**config.mk**
```make
export PLATFORM = sky130hd
export DESIGN_NAME = printf_format_signature_parser
export DESIGN_NICKNAME = d
export VERILOG_FILES = /design/src/hw/rtl/pfsp_pkg.sv /design/src/hw/rtl/pfsp_parser.sv /design/src/hw/rtl/printf_format_signature_parser.sv
export SDC_FILE = /design/constraint.sdc
export NUM_CORES = 1
export LEC_CHECK = 0
export ABC_AREA = 0
export ABC_CLOCK_PERIOD_IN_PS = 5300
export BUFFER_PORTS_ARGS = -buffer_cell sky130_fd_sc_hd__buf_4
export CORE_AREA = 2 2 117 119
export CTS_CLUSTER_DIAMETER = 80
export DETAILED_ROUTE_END_ITERATION = 8
export DIE_AREA = 0 0 119 121
export MAX_ROUTING_LAYER = met4
export PLACE_DENSITY = 0.66
export SLEW_MARGIN = 5
export SYNTH_ARGS = -nofsm -noshare
export SYNTH_HDL_FRONTEND = slang
export SYNTH_SLANG_ARGS = --single-unit
```
**constraint.sdc**
```tcl
create_clock -name clk_i -period 5.3 [get_ports clk_i]
set_input_delay 1.06 -clock clk_i [delete_from_list [all_inputs] [get_ports clk_i]]
set_output_delay 1.06 -clock clk_i [all_outputs]
set_load 0.1 [all_outputs]
```
**src/hw/rtl/pfsp_pkg.sv**
```systemverilog
// ----------------------------------------------------------------------------
// pfsp_pkg
// Shared types and character codes for the format signature parser.
// ----------------------------------------------------------------------------
package pfsp_pkg;

  typedef enum logic [2:0] {
    ST_OK        = 3'd0,
    ST_TRAILING  = 3'd1,
    ST_MIXED     = 3'd2,
    ST_RANGE     = 3'd3,
    ST_PERCENT_N = 3'd4,
    ST_BAD_CONV  = 3'd5,
    ST_CONFLICT  = 3'd6
  } status_e;

  // argument classes
  localparam logic [1:0] CLS_NONE = 2'd0;
  localparam logic [1:0] CLS_NUM  = 2'd1;
  localparam logic [1:0] CLS_STR  = 2'd2;
  localparam logic [1:0] CLS_CHAR = 2'd3;

  localparam logic [7:0] CH_NUL    = 8'h00;
  localparam logic [7:0] CH_SPACE  = 8'h20;
  localparam logic [7:0] CH_HASH   = 8'h23;
  localparam logic [7:0] CH_DOLLAR = 8'h24;
  localparam logic [7:0] CH_PCT    = 8'h25;
  localparam logic [7:0] CH_PLUS   = 8'h2B;
  localparam logic [7:0] CH_MINUS  = 8'h2D;
  localparam logic [7:0] CH_DOT    = 8'h2E;
  localparam logic [7:0] CH_ZERO   = 8'h30;
  localparam logic [7:0] CH_NINE   = 8'h39;
  localparam logic [7:0] CH_UP_L   = 8'h4C;
  localparam logic [7:0] CH_UP_X   = 8'h58;
  localparam logic [7:0] CH_C      = 8'h63;
  localparam logic [7:0] CH_D      = 8'h64;
  localparam logic [7:0] CH_H      = 8'h68;
  localparam logic [7:0] CH_I      = 8'h69;
  localparam logic [7:0] CH_J      = 8'h6A;
  localparam logic [7:0] CH_L      = 8'h6C;
  localparam logic [7:0] CH_N      = 8'h6E;
  localparam logic [7:0] CH_O      = 8'h6F;
  localparam logic [7:0] CH_S      = 8'h73;
  localparam logic [7:0] CH_T      = 8'h74;
  localparam logic [7:0] CH_U      = 8'h75;
  localparam logic [7:0] CH_X      = 8'h78;
  localparam logic [7:0] CH_Z      = 8'h7A;

  typedef struct packed {
    status_e     status;
    logic [3:0]  max_pos;
    logic [15:0] type_codes;
  } res_t;

endpackage

```
**src/hw/rtl/pfsp_parser.sv**
```systemverilog
// ----------------------------------------------------------------------------
// pfsp_parser
// Per-byte scanner state and its next-state logic; builds the result on
// the terminator and clears itself.
// ----------------------------------------------------------------------------
module pfsp_parser import pfsp_pkg::*; #(
  parameter int MAX_ARGS = 8
) (
  input  logic       clk_i,
  input  logic       rst_ni,
  input  logic       en_i,
  input  logic [7:0] ch_i,
  output res_t       res_o
);

  localparam int CAP   = MAX_ARGS + 1;
  localparam int PW    = $clog2(CAP + 1);
  localparam int DW    = (PW > 4) ? PW : 4;
  localparam int IW    = (MAX_ARGS > 1) ? $clog2(MAX_ARGS) : 1;
  localparam int NCODE = (MAX_ARGS < 8) ? MAX_ARGS : 8;

  typedef enum logic [2:0] {
    PH_TEXT, PH_PCT, PH_POSDIG, PH_FLAGS, PH_WIDTH, PH_PREC, PH_LEN, PH_ERR
  } phase_e;

  phase_e        phase_q, phase_d, asg_next;
  logic [DW-1:0] digit_q, digit_d, pos;
  logic          dz_q, dz_d;
  logic [3:0]    cur_q, cur_d;
  logic [PW-1:0] ic_q, ic_d;
  logic          es_q, es_d, is_q, is_d;
  logic [3:0]    hp_q, hp_d;
  logic [1:0]    cls_q [MAX_ARGS];
  logic [1:0]    cls_d [MAX_ARGS];
  status_e       err_q, err_d;

  logic          is_dig, go, done, asg, asg_exp;
  logic [7:0]    acc;
  logic [1:0]    cls;
  logic          cls_ok;
  logic [3:0]    cur_m1;
  logic [IW-1:0] idx;
  logic [15:0]   codes;

  assign is_dig = (ch_i >= CH_ZERO) && (ch_i <= CH_NINE);
  assign acc    = {{(8 - DW){1'b0}}, digit_q} * 8'd10 + (ch_i - CH_ZERO);

  always_comb begin
    phase_d = phase_q;
    digit_d = digit_q;
    dz_d    = dz_q;
    cur_d   = cur_q;
    ic_d    = ic_q;
    es_d    = es_q;
    is_d    = is_q;
    hp_d    = hp_q;
    cls_d   = cls_q;
    err_d   = err_q;
    go      = 1'b0;
    done    = 1'b0;
    asg     = 1'b0;
    asg_exp = 1'b0;
    asg_next = PH_FLAGS;
    pos     = '0;
    cls     = CLS_NONE;
    cls_ok  = 1'b0;
    cur_m1  = '0;
    idx     = '0;

    case (phase_q)
      PH_ERR: ;
      PH_TEXT: begin
        if (ch_i == CH_PCT) phase_d = PH_PCT;
      end
      PH_PCT: begin
        if (ch_i == CH_PCT) begin
          phase_d = PH_TEXT;
        end else if (ch_i == CH_NUL) begin
          err_d   = ST_TRAILING;
          phase_d = PH_ERR;
        end else if (is_dig) begin
          digit_d = DW'(ch_i - CH_ZERO);
          dz_d    = (ch_i == CH_ZERO);
          phase_d = PH_POSDIG;
        end else begin
          asg = 1'b1;
          go  = 1'b1;
        end
      end
      PH_POSDIG: begin
        if (is_dig) begin
          digit_d = (acc > 8'(CAP)) ? DW'(CAP) : acc[DW-1:0];
          if (ch_i != CH_ZERO) dz_d = 1'b0;
        end else if (ch_i == CH_DOLLAR) begin
          asg     = 1'b1;
          asg_exp = 1'b1;
        end else begin
          asg      = 1'b1;
          go       = 1'b1;
          asg_next = dz_q ? PH_FLAGS : PH_WIDTH;
        end
      end
      default: go = 1'b1;
    endcase

    // position assignment; at most one per byte
    if (asg) begin
      if (asg_exp) begin
        es_d = 1'b1;
        pos  = digit_q;
      end
      if (pos == '0) begin
        if (ic_q < PW'(CAP)) ic_d = ic_q + 1'b1;
        pos  = DW'(ic_d);
        is_d = 1'b1;
      end
      if (es_d && is_d) begin
        err_d   = ST_MIXED;
        phase_d = PH_ERR;
        go      = 1'b0;
      end else if (pos == '0 || pos > DW'(MAX_ARGS)) begin
        err_d   = ST_RANGE;
        phase_d = PH_ERR;
        go      = 1'b0;
      end else begin
        cur_d   = pos[3:0];
        phase_d = asg_next;
      end
    end

    // specifier tail: flags, width, precision, length, conversion
    if (go && phase_d == PH_FLAGS) begin
      if (ch_i == CH_MINUS || ch_i == CH_PLUS || ch_i == CH_SPACE ||
          ch_i == CH_HASH || ch_i == CH_ZERO) done = 1'b1;
      else phase_d = PH_WIDTH;
    end
    if (go && !done && phase_d == PH_WIDTH) begin
      if (is_dig) begin
        done = 1'b1;
      end else if (ch_i == CH_DOT) begin
        phase_d = PH_PREC;
        done    = 1'b1;
      end else begin
        phase_d = PH_LEN;
      end
    end
    if (go && !done && phase_d == PH_PREC) begin
      if (is_dig) done = 1'b1;
      else phase_d = PH_LEN;
    end
    if (go && !done && phase_d == PH_LEN) begin
      if (ch_i == CH_H || ch_i == CH_L || ch_i == CH_UP_L || ch_i == CH_Z ||
          ch_i == CH_J || ch_i == CH_T) begin
        done = 1'b1;
      end else begin
        cls_ok = 1'b1;
        case (ch_i)
          CH_D, CH_I, CH_U, CH_X, CH_UP_X, CH_O: cls = CLS_NUM;
          CH_S: cls = CLS_STR;
          CH_C: cls = CLS_CHAR;
          CH_N: begin
            cls_ok  = 1'b0;
            err_d   = ST_PERCENT_N;
            phase_d = PH_ERR;
          end
          default: begin
            cls_ok  = 1'b0;
            err_d   = ST_BAD_CONV;
            phase_d = PH_ERR;
          end
        endcase
        if (cls_ok) begin
          cur_m1 = cur_d - 4'd1;
          idx    = cur_m1[IW-1:0];
          if (cur_d == 4'd0 || cur_d > 4'(MAX_ARGS)) begin
            err_d   = ST_RANGE;
            phase_d = PH_ERR;
          end else if (cls_q[idx] != CLS_NONE && cls_q[idx] != cls) begin
            err_d   = ST_CONFLICT;
            phase_d = PH_ERR;
          end else begin
            cls_d[idx] = cls;
            if (cur_d > hp_q) hp_d = cur_d;
            phase_d = PH_TEXT;
          end
        end
      end
    end
  end

  always_comb begin
    codes = '0;
    for (int i = 0; i < NCODE; i++) codes[2*i +: 2] = cls_d[i];
    if (err_d == ST_OK) begin
      res_o.status     = ST_OK;
      res_o.max_pos    = hp_d;
      res_o.type_codes = codes;
    end else begin
      res_o.status     = err_d;
      res_o.max_pos    = '0;
      res_o.type_codes = '0;
    end
  end

  always_ff @(posedge clk_i or negedge rst_ni) begin
    if (!rst_ni) begin
      phase_q <= PH_TEXT;
      digit_q <= '0;
      dz_q    <= 1'b1;
      cur_q   <= '0;
      ic_q    <= '0;
      es_q    <= 1'b0;
      is_q    <= 1'b0;
      hp_q    <= '0;
      err_q   <= ST_OK;
      for (int i = 0; i < MAX_ARGS; i++) cls_q[i] <= CLS_NONE;
    end else if (en_i) begin
      if (ch_i == CH_NUL) begin
        // terminator: result taken above, back to a clean slate
        phase_q <= PH_TEXT;
        digit_q <= '0;
        dz_q    <= 1'b1;
        cur_q   <= '0;
        ic_q    <= '0;
        es_q    <= 1'b0;
        is_q    <= 1'b0;
        hp_q    <= '0;
        err_q   <= ST_OK;
        for (int i = 0; i < MAX_ARGS; i++) cls_q[i] <= CLS_NONE;
      end else begin
        phase_q <= phase_d;
        digit_q <= digit_d;
        dz_q    <= dz_d;
        cur_q   <= cur_d;
        ic_q    <= ic_d;
        es_q    <= es_d;
        is_q    <= is_d;
        hp_q    <= hp_d;
        err_q   <= err_d;
        cls_q   <= cls_d;
      end
    end
  end

endmodule

```
**src/hw/rtl/printf_format_signature_parser.sv**
```systemverilog
// ----------------------------------------------------------------------------
// printf_format_signature_parser
// Scans a printf-style format string and reports its argument signature.
// ----------------------------------------------------------------------------
// Usage:
//   Input channel (in_valid_i/in_ready_o, ch_i) takes one format byte per
//   transaction; a zero byte ends the string. Non-zero bytes yield nothing.
//   Output channel (out_valid_o/out_ready_i) carries one transaction per
//   string: status_o, max_pos_o (highest position used) and type_codes_o
//   (2 bits per position, position 1 lowest). On error the last two are 0.
//   Throughput: one byte per cycle while no terminator waits on the result
//   register; the parser update sits between the input and result registers.
//   Output: out_valid_o is registered, set as the terminator is parsed.
//   Stall: while a result waits, ordinary bytes keep flowing; a following
//   terminator holds in the input register until the result register frees.
//   Reset: all parser state cleared, both channels empty. Parser state also
//   clears after every terminator.
// ----------------------------------------------------------------------------
module printf_format_signature_parser import pfsp_pkg::*; #(
  parameter int MAX_ARGS = 8
) (
  input  logic        clk_i,
  input  logic        rst_ni,
  input  logic        in_valid_i,
  output logic        in_ready_o,
  input  logic [7:0]  ch_i,
  output logic        out_valid_o,
  input  logic        out_ready_i,
  output logic [2:0]  status_o,
  output logic [3:0]  max_pos_o,
  output logic [15:0] type_codes_o
);

  logic       in_vld_q;
  logic [7:0] ch_q;
  logic       out_vld_q;
  res_t       res_q, res;
  logic       out_free, s1_fire, is_term;

  assign is_term    = (ch_q == CH_NUL);
  assign out_free   = !out_vld_q || out_ready_i;
  assign s1_fire    = in_vld_q && (!is_term || out_free);
  assign in_ready_o = !in_vld_q || s1_fire;

  pfsp_parser #(
    .MAX_ARGS(MAX_ARGS)
  ) u_parser (
    .clk_i (clk_i),
    .rst_ni(rst_ni),
    .en_i  (s1_fire),
    .ch_i  (ch_q),
    .res_o (res)
  );

  always_ff @(posedge clk_i or negedge rst_ni) begin
    if (!rst_ni) begin
      in_vld_q  <= 1'b0;
      out_vld_q <= 1'b0;
    end else begin
      if (in_ready_o) in_vld_q <= in_valid_i;
      if (s1_fire && is_term) out_vld_q <= 1'b1;
      else if (out_ready_i) out_vld_q <= 1'b0;
    end
  end

  always_ff @(posedge clk_i) begin
    if (in_ready_o && in_valid_i) ch_q <= ch_i;
    if (s1_fire && is_term) res_q <= res;
  end

  assign out_valid_o  = out_vld_q;
  assign status_o     = res_q.status;
  assign max_pos_o    = res_q.max_pos;
  assign type_codes_o = res_q.type_codes;

endmodule

```
* Word-level counts from Yosys, hierarchy flattened
Index checks and enable logic that the tools add are counted.
** Cells by class
- Equality and inequality tests :: 36
- $mul :: 1
- Order comparisons :: 9
- Muxes and demuxes :: 118
- Add/subtract/negate cells :: 4
- Reduce and logical (&&, ||, !) cells :: 52
- Bitwise logic cells :: 1
** Operators with widths (count)
- $eq 8x7->1 const B :: 15
- $mux 3 :: 36
- $mux 16 :: 6
- $mux 4 :: 24
- $eq 8x6->1 const B :: 8
- $mux 1 :: 36
- $bwmux 16 :: 1
- $logic_and 1x1->1 :: 14
- $logic_or 1x1->1 :: 14
- $eq 3x3->1 const B :: 4
- $logic_not 4->1 :: 3
- $mux 2 :: 6
- $pmux 3 s2 :: 2
- $ne 3x2->1 const B :: 3
- $add 8x8->8 :: 1
- $ge 8x6->1 const B :: 1
- $gt 4x4->1 const B :: 2
- $gt 8x4->1 const B :: 1
- $le 8x6->1 const B :: 1
- $logic_not 8->1 :: 1
- $ne 8x6->1 const B :: 1
- $pmux 4 s2 :: 1
- $reduce_bool 2->1 :: 4
- $reduce_or 8->1 :: 1
- 27 further kinds :: 35
** Storage, ports and cells
- Flip-flop bits (word level) :: 74
- Output and inout port bits :: 25
- Word-level logic and storage cells :: 244
- Bits of input ports :: 12

* Longest topological paths before layout
Gate-level depths: netlist of run 1.
- Depth after elaboration :: 38
- Gate-level depth with buffers :: 24
- Depth with buffers taken out :: 21

* By module
Synthesis of run 1 repeated with hierarchy kept, for this count alone.
** Unflattened totals
- Cell total of the unflattened synthesis :: 554
- Area total of the unflattened synthesis :: 5350.1 sq um
** By module, submodules not included
- pfsp_parser :: instances 1, sequential area each 1027.2 sq um, area an instance 4280.4 sq um, cells an instance 510
- printf_format_signature_parser :: instances 1, sequential area each 980.9 sq um, area an instance 1069.8 sq um, cells an instance 44

* Worst setup path before layout of run 1
OpenSTA, ideal clock, no wires.
- Path type :: flip-flop to flip-flop
- Start :: reg ch_q[4]
- End :: reg res_q (netlist bit type_codes_o[6]), data pin
- Period minus slack after synthesis :: 5639 ps
- Slack :: -339 ps
- Arrival :: 5382 ps
- Data required time :: 5043 ps
- Library setup time :: 257 ps
- Buffers on the path :: 3
- Cell stages (with the launch flop) :: 22
- Cell sequence :: edfxtp_1 inv_1 ha_1 buf_2 nand4bb_1 a2111oi_4 or3b_1 o21ai_2 nand2_4 nor2_8 mux2_4 inv_1 ha_1 clkbuf_1 buf_1 mux2_2 o211ai_1 and2_1 o221ai_4 nor4b_4 mux2i_1 nor2_1
** Between the ends
- Longest elaborated chain between the ends :: 30
- Elaborated cells between the ends (all ways) :: 147
- Those cells by class :: 1 x add/sub; 6 x order compare; 28 x eq/ne; 78 x mux; 1 x bitwise; 33 x reduce/logical
** Ends and longest elaborated chain
- start: declaration :: RTL line printf_format_signature_parser.sv:35 : logic [7:0] ch_q;
- start signal: assignment :: RTL line printf_format_signature_parser.sv:67 : if (in_ready_o && in_valid_i) ch_q <= ch_i;
- parallel branches: the longest is 30 deep, another holds $ge 8x6->1
- end signal: assignment :: RTL line printf_format_signature_parser.sv:68 : if (s1_fire && is_term) res_q <= res;
- end: declaration :: RTL line printf_format_signature_parser.sv:37 : res_t res_q, res;
Parallel ways; which one is timed is not known. The select of a mux whose other input is x is not followed.
A chain may end at the register's enable or synchronous reset.

* Worst setup path after layout of run 1
- Start :: reg ch_q[4]
- End :: reg res_q (netlist bit type_codes_o[7]), data pin
The elaborated chain is that of the path after synthesis.

==> impl_metrics.toml, run 1 <==
[detailed_routing]
highest_layer = "met4"
wl_met2_um = 6376
ant_nets = 0
dr.pass1.iters = 5
m1WireLength_um = 5720
vias = 4341
wl_met3_um = 504
wire_per_inst_um = 16.71
drt_iter0_markers = 342
wirelength_um = 12900
route.detailed.drc = 0
viasPerCell = 5.623

[global_route]
antenna_found_initial = 0
grt_overflow_total = 0
grt_pass1_wl_um = 21570
grt_util_all_layers_pct = 19.41
grt_max_degree = 44
grt_pass1_vias = 4294

[setup_path]
path_buf_inv = 3
endpoint_kind = "flip-flop"
start_kind = "flip-flop"
slowest_stage = "nor4b_4"
critical_path_class = "flip-flop to flip-flop"
path_max_fanout = 11
required_ps = 5400
cp.arrival_ps = 5160
cpMostUsedCell = "inv_1"
path_cells = "inv_1 -> ha_1 -> nand4bb_4 -> a2111oi_4 -> or3b_1 -> o21ai_2 -> nand2_4 -> nor2_8 -> mux2_4 -> inv_1 -> ha_4 -> mux2i_2 -> nand2_1 -> a21oi_1 -> a31oi_1 -> o211ai_1 -> and2_4 -> o221ai_4 -> buf_4 -> nor4b_4 -> mux2i_1 -> nor2_1"
cpPeakStageDelay_ps = 430
cpLargestDelayFamily = "simple AND/OR/NAND/NOR gates"

[clocking]
cts-root-buf = "clkbuf_16"
cts_buffers = 9
clk_path_buf_depth = 2
clock-sinks = 74
clk_latency_ps = 350
ctsHoldBuffers = 0
clk_pin_slew_worst_paths_ps = 60
cts_tree = "done"
htreeDepth = 3

[yosys]
synth_edf_count = 31
postSynthCellCount = 536
async_reset_ff_share_pct = 58.11
synth_seq_cells = 74
synth_warnings = 0
yosysUniqueCellTypes = 76
synth_flop_cell = "dfrtp_1"
synth.avg_cell_area_um2 = 9.669
ys_seq_area_share_pct = 38.75
syn-num-nets = 571
syn_area_um2 = 5182

[timing]
clock.fmax_mhz = 197.6
worst_slack_ps = 238.8
finalCritPeriodShare_pct = 95.49
final-max-slew-violation-count = 0
rsz0062_at_grt = "no"
finalClockSkew_ps = 9.180
fin_crit_ps = 5061
worst_slew_pin_slew_ps = 1127
max_slew_margin_pct = 24.59
hold_viol = 0
setup_viol_count_final = 0

[place]
place_hpwl_um = 9537
placed_area_um2 = 5773
dpl_worst_slack_ps = -170.0
io_buffers = 36
gp_congestion = 0.9452

[final_layout]
finish.utilization_pct = 47.04
final_common_cell = "buf_4"
layout_common_cells = "buf_4, nor2_1, nand2_1"
drive_above_1_share_pct = 20.81
num_antenna_cells = 0
nets = 626
area_delta_synth_final_pct = 18.76
finalInstanceArea_um2 = 6155

[power_and_ir_drop]
irDropWorstVdd_uv = 323.1
total_leakage_power_nw = 2.470
power_density_nw_per_um2 = 572.7
p_total_mw = 3.525

[die]
die_height_um = 121
die_w_um = 119
dieArea_um2 = 14400
num_rows = 42
start_util_pct = 39.61
core-area_um2 = 13090
io_pins = 37

[run_status]
outcome = "completed"

[flow_run]
drv_cap = 0

[hold_path]
hp-class = "flip-flop to flip-flop"
[stage by stage]
stage                     setup TNS, ps  hold WS (ps)  instances
final                                 0         495.6        772
after global routing                  0         538.1        772
after CTS                             0         497.1        767
after detailed placement          -1049         480.2        751
after global placement                0         473.0        751
after floorplan                       0         449.2        536
[power by group]
part,total (mW),internal (mW),switching [mW]
Combinational,2.15,0.896,1.25
Clock,0.619,0.366,0.253
Sequential,0.758,0.674,0.0842
[registers in the layout, summed over array words and instances (netlist names)]
name              count
ch_q                  8
u_parser.cls_q       16
u_parser.digit_q      4
u_parser.is_q         1
u_parser.err_q        3
u_parser.ic_q         4
u_parser.dz_q         1
type_codes_o         16
in_vld_q              1
u_parser.phase_q      3
status_o              3
u_parser.cur_q        4
u_parser.hp_q         4
max_pos_o             4
u_parser.es_q         1
out_valid_o           1
[what timing repair did]
action                     4_1_cts  5_1_grt
pin swaps                        0        5
setup buffers                    0        5
setup endpoints to repair       19       39
resized for setup                2        4
[cell type report]
| type | instances | area (um2) |
|---|---|---|
| inverters | 27 | 101.3 |
| multi-input cells | 411 | 3014 |
| flip-flops and latches | 74 | 2008 |
| repair buffers | 68 | 510.5 |
| clock inverters | 7 | 75.07 |
| well taps | 176 | 220.2 |
| clock buffers | 9 | 225.2 |
| fillers | 1225 | 6930 |
[cells by family (layout without fill, tap and decap cells)]
family | Yosys count | count (layout) | share of synthesized area (%)
buf+inv | 51 | 111 | 3.983
flops | 74 | 74 | 38.75
fa+ha+maj | 23 | 23 | 5.843
xor+xnor | 13 | 13 | 2.197
compound gates | 166 | 166 | 22.91
mux | 35 | 35 | 6.953
simple gates | 174 | 174 | 19.36
[metal layers]
| metal | vias to the layer above | track usage [%] |
|---|---|---|
| met1 | 2121 | 23.73 |
| met3 | 21 | 3.712 |
| met5 | - | - |
| li1 | 2097 | - |
| met2 | 102 | 32.40 |
| met4 | 0 | 6.622 |
[tightest hold or removal path: cells and delay by family (launching register included)]
kind / cells / cell delay [ps]
flops: 1 / 350
compound gates: 1 / 60
simple gates: 1 / 50
[synthesized netlist by cell type (11+ instances only)]
cell type / instances / area, um2
inv_1: 27 / 101.4
a22o_1: 13 / 113.9
clkbuf_1: 15 / 56.30
dfrtp_1: 42 / 1051
xnor2_1: 12 / 105.1
ha_1: 21 / 262.8
edfxtp_1: 31 / 930.9
a21oi_1: 30 / 150.1
nand2_1: 47 / 176.4
a31oi_1: 13 / 81.33
nand3_1: 11 / 55.05
nor2_1: 52 / 195.2
o21ai_0: 32 / 160.2
mux2i_1: 30 / 300.3
[worst paths after layout]
check	startpoint	endpoint	slack [ps]	cells after the start
min in group asynchronous	rst_ni	u_parser.digit_q[2]$_DFFE_PN0P_	700	1
hold reg to reg	u_parser.err_q[2]$_DFFE_PN0P_	u_parser.err_q[2]$_DFFE_PN0P_	500	2
setup / recovery	ch_q[4]$_DFFE_PP_	type_codes_o[7]$_SDFFCE_PP0P_	240	22
hold / removal	u_parser.err_q[2]$_DFFE_PN0P_	u_parser.err_q[2]$_DFFE_PN0P_	500	2
setup reg to reg	ch_q[4]$_DFFE_PP_	type_codes_o[7]$_SDFFCE_PP0P_	240	22
max in group asynchronous	rst_ni	u_parser.dz_q$_DFFE_PN1P_	4200	1
(Power assumes the default switching activity.)
==> run 2: changes to the inputs <==
SETUP_SLACK_MARGIN = 0.4   (was default)
==> impl_metrics.toml, run 2 (synthesis gave the netlist of run 1 again) <==
[power_and_ir_drop]
irDropWorstVdd_uv = 341.5
p_total_mw = 3.913
total_leakage_power_nw = 2.671
power_density_nw_per_um2 = 594.8

[setup_path]
start_kind = "flip-flop"
cp.arrival_ps = 5260
reg2reg_slack_ps = 140
critical_path_class = "flip-flop to flip-flop"
critPathLaunch = "ch_q[4]$_DFFE_PP_"
required_ps = 5400
slowest_stage = "edfxtp_1"
cpLargestDelayFamily = "compound AO/OA/AOI/OAI gates"
reg2reg_from = "ch_q[4]$_DFFE_PP_"
cpPeakStageDelay_ps = 440
path_max_fanout = 5
path_cells = "inv_2 -> ha_4 -> nand4bb_4 -> a2111oi_4 -> or3b_4 -> o21ai_4 -> nand2_4 -> nor2_8 -> mux2_4 -> inv_6 -> ha_4 -> buf_4 -> mux2i_1 -> nand2_1 -> a21oi_1 -> a31oi_1 -> o211ai_1 -> a31oi_4 -> o221ai_4 -> buf_12 -> nor4_4 -> buf_4 -> mux2i_1 -> nor2_1"
endpoint_kind = "flip-flop"
path_buf_inv = 5

[final_layout]
nets = 656
num_antenna_cells = 0
area_delta_synth_final_pct = 26.94
layout_common_cells = "buf_4, nor2_1, nand2_1"
drive_above_1_share_pct = 27.80
final_common_cell = "buf_4"
fin_cells = 802

[die]
die_w_um = 119
die_height_um = 121
dieArea_um2 = 14400
io_pins = 37
num_rows = 42
core-area_um2 = 13090
start_util_pct = 39.61

[clocking]
ctsHoldBuffers = 0
cts_buffers = 9
clock-sinks = 74
cts_tree = "done"
clk_pin_slew_worst_paths_ps = 60
clk_latency_ps = 350
cts-root-buf = "clkbuf_16"
htreeDepth = 3
clk_path_buf_depth = 2

[place]
io_buffers = 36
gp_congestion = 0.9445
dp_cells = 743
place_hpwl_um = 9511

[global_route]
grt_max_degree = 44
grt_overflow_total = 0
grt_util_all_layers_pct = 19.55
antenna_found_initial = 0
grt_pass1_wl_um = 21500
grt_pass1_vias = 4303

[timing]
finalCritPeriodShare_pct = 97.31
final-max-slew-violation-count = 0
hold_viol = 0
rsz0062_at_grt = "yes"
finalClockSkew_ps = 8.491
worst_slew_pin_slew_ps = 1295
fin_crit_ps = 5158
clock.fmax_mhz = 193.9
max_slew_margin_pct = 13.34
fin_setup_tns_ps = 0
setup_viol_count_final = 0

[hold_path]
hp-class = "flip-flop to flip-flop"
hp-start = "u_parser.err_q[2]$_DFFE_PN0P_"

[detailed_routing]
route.detailed.drc = 0
dr.pass1.iters = 5
drt_iter0_markers = 346
wirelength_um = 13900
vias = 4586
ant_nets = 0
viasPerCell = 5.718
wire_per_inst_um = 17.33

[run_status]
outcome = "completed"

[flow_run]
drv_cap = 0
==> run 2: cell count changes in the layout (fill, tap and decap cells not counted), sizes merged <==
cell and delta:
clkinv +1, clkbuf +1, inv -1, clkinvlp -1, buf +30
==> run 2: path summary, 6_finish.rpt <==
kind / to / cells past startpoint
min: u_parser.err_q[2]$_DFFE_PN0P_ / 2
max reg2reg: type_codes_o[15]$_SDFFCE_PP0P_ / 24
min in group asynchronous: out_valid_o$_DFFE_PN0P_ / 1
max: type_codes_o[15]$_SDFFCE_PP0P_ / 24
max in group asynchronous: u_parser.cls_q[6]$_DFFE_PN0P_ / 1
min reg2reg: u_parser.err_q[2]$_DFFE_PN0P_ / 2
==> run 2: cell type report <==
| cell class | count | area [um2] |
|---|---|---|
| clock buffers | 10 | 229.0 |
| repair buffers | 98 | 790.8 |
| flip-flops and latches | 74 | 2008 |
| fillers | 1177 | 6506 |
| multi-input cells | 411 | 3157 |
| well taps | 176 | 220.2 |
| inverters | 27 | 106.4 |
| clock inverters | 6 | 67.56 |
==> run 2: worst register-to-register path: stages (launching register included) <==
cell,delay [ps]
edfxtp_1,440
inv_2,110
ha_4,150
nand4bb_4,130
a2111oi_4,400
or3b_4,440
o21ai_4,100
nand2_4,110
nor2_8,160
mux2_4,350
inv_6,80
ha_4,220
buf_4,150
mux2i_1,140
nand2_1,80
a21oi_1,40
a31oi_1,250
o211ai_1,220
a31oi_4,240
o221ai_4,190
buf_12,180
nor4_4,290
buf_4,190
mux2i_1,180
nor2_1,60
==> run 2: repair_timing <==
item                                    4_1_cts  5_1_grt
pin swaps                                    12       29
resized for setup                             8       34
cloned                                        0        2
buffers inserted                             12       29
endpoints found under the setup margin       46       47
==> run 2: power breakdown <==
group	internal [mW]	leakage (nW)	switching [mW]	total (mW)
clock	0.366	0.139	0.245	0.611
sequential	0.674	0.866	0.0862	0.760
combinational	1.14	1.67	1.40	2.54
==> run 2: stage by stage <==
step                cell area (um2)  hold slack (ps)  utilization, %  setup slack, ps
floorplan                      5251            449.2               -            375.0
global placement               5752            476.0           43.96            194.0
detailed placement             5752            483.4           43.96           -71.02
CTS                            6188            496.1           47.29            411.4
global route                   6579            523.0           50.28           -60.33
finish                         6579            494.9           50.28            142.3
==> run 2: routing by layer <==
metal  part of all wire [%]  vias up  global-route usage (%)
met2                     49      130                   30.42
met3                    4.8       30                   4.699
met5                      0        -                       -
met1                     44     2272                   24.13
met4                    2.5        0                   9.152
li1                       -     2154                       -
==> run 3: changes to the inputs <==
RECOVER_POWER = 25   (was default)
==> impl_metrics.toml, run 3 (synthesis gave the netlist of run 1 again) <==
[run_status]
outcome = "finished, violations left"
violations = "max-capacitance violations, max-slew violations"

[setup_path]
critical_path_class = "flip-flop to flip-flop"
reg2reg_from = "ch_q[4]$_DFFE_PP_"
critPathLaunch = "ch_q[4]$_DFFE_PP_"
endpoint_kind = "flip-flop"
path_max_fanout = 5
required_ps = 5400
start_kind = "flip-flop"
cp.arrival_ps = 5240

[clocking]
clk_latency_ps = 350
clk_pin_slew_worst_paths_ps = 60
cts_tree = "done"
clock-sinks = 74
htreeDepth = 3
cts-root-buf = "clkbuf_16"
clk_path_buf_depth = 2
cts_buffers = 9

[timing]
finalCritPeriodShare_pct = 96.85
max_slew_margin_pct = -63.56
final-max-slew-violation-count = 44
rsz0062_at_grt = "yes"
finalClockSkew_ps = 9.124
worst_slew_pin_slew_ps = 2453
clock.fmax_mhz = 194.8
setup_viol_count_final = 0
hold_viol = 0
worst_slack_ps = 167.0
fin_crit_ps = 5133

[final_layout]
finish.utilization_pct = 50.25
nets = 656
finalInstanceArea_um2 = 6575
layout_common_cells = "buf_4, nor2_1, nand2_1"
final_common_cell = "buf_4"
drive_above_1_share_pct = 27.64
area_delta_synth_final_pct = 26.87
num_antenna_cells = 0

[place]
gp_congestion = 0.9445
place_hpwl_um = 9511
dpl_worst_slack_ps = -71.02
placed_area_um2 = 5752
io_buffers = 36

[global_route]
grt_overflow_total = 0
grt_pass1_vias = 4303
grt_max_degree = 44
grt_pass1_wl_um = 21500
antenna_found_initial = 0
grt_util_all_layers_pct = 19.55

[detailed_routing]
ant_nets = 0
dr.pass1.iters = 5
drt_iter0_markers = 377
route.detailed.drc = 0
vias = 4603
wire_per_inst_um = 17.33
viasPerCell = 5.739
wirelength_um = 13900

[die]
die_height_um = 121
start_util_pct = 39.61
die_w_um = 119
num_rows = 42
dieArea_um2 = 14400
io_pins = 37
core-area_um2 = 13090

[power_and_ir_drop]
total_leakage_power_nw = 2.666
power_density_nw_per_um2 = 595.5
p_total_mw = 3.915
irDropWorstVdd_uv = 338.9

[hold_path]
hp-start = "u_parser.err_q[2]$_DFFE_PN0P_"
hp-class = "flip-flop to flip-flop"

[flow_run]
drv_cap = 1
==> run 3: cell types whose count changed in the layout (fill, tap and decap cells not counted) <==
cell | before | now
buf_4 | 88 | 79
clkbuf_1 | 1 | 2
clkbuf_4 | 0 | 8
==> run 3: power breakdown <==
group | total [mW] | switching (mW) | internal, mW
sequential | 0.759 | 0.0850 | 0.674
combinational | 2.55 | 1.41 | 1.14
clock | 0.611 | 0.245 | 0.366
==> run 3: area by class of cell <==
| class | instances | area (um2) |
|---|---|---|
| Clock buffer | 10 | 229.0 |
| Fill cell | 1178 | 6510 |
| Inverter | 27 | 106.4 |
| Timing Repair Buffer | 98 | 787.0 |
| Clock inverter | 6 | 67.56 |
| Tap cell | 176 | 220.2 |
| Multi-Input combinational cell | 411 | 3157 |
| Sequential cell | 74 | 2008 |
==> run 3: per-layer routing <==
metal / track usage [%] / up-vias / share of wire, %
met2: 30.42 / 147 / 48
met4: 9.152 / 0 / 2.7
met1: 24.13 / 2259 / 44
li1: - / 2159 / -
met3: 4.699 / 38 / 5.3
met5: - / - / 0
==> run 3: through the flow <==
| stage | cells | TNS (ps) | hold slack, ps |
|---|---|---|---|
| floorplan | 536 | 0 | 449.2 |
| global placement | 743 | 0 | 476.0 |
| detailed placement | 743 | -227.1 | 483.4 |
| CTS | 771 | 0 | 496.1 |
| global route | 802 | -178.0 | 523.0 |
| finish | 802 | 0 | 497.6 |
==> run 3: worst paths after layout <==
| kind | depth (start not counted) | to | slack (ps) |
|---|---|---|---|
| max | 24 | type_codes_o[15]$_SDFFCE_PP0P_ | 170 |
| min | 2 | u_parser.err_q[2]$_DFFE_PN0P_ | 500 |
| max reg2reg | 24 | type_codes_o[15]$_SDFFCE_PP0P_ | 170 |
| min reg2reg | 2 | u_parser.err_q[2]$_DFFE_PN0P_ | 500 |
| max in group asynchronous | 1 | u_parser.cls_q[6]$_DFFE_PN0P_ | 2420 |
| min in group asynchronous | 1 | out_valid_o$_DFFE_PN0P_ | 1460 |
==> run 3: repair_timing <==
action,CTS,global route
gates cloned,0,2
hold buffers,0,0
setup endpoints to repair,46,47
setup buffers,12,29
pin swaps,12,29
resized for setup,8,34
==> run 3: worst max-delay path, stage by stage, from the launching register on <==
cell and delay (ps):
edfxtp_1 440, inv_2 110, ha_4 150, nand4bb_4 130, a2111oi_4 400, or3b_4 440, o21ai_4 90, nand2_4 110
nor2_8 160, mux2_4 340, inv_6 80, ha_4 220, buf_4 150, mux2i_1 130, nand2_1 80, a21oi_1 50
a31oi_1 240, o211ai_1 220, a31oi_4 240, o221ai_4 190, buf_12 180, nor4_4 290, buf_4 190, mux2i_1 180
nor2_1 60
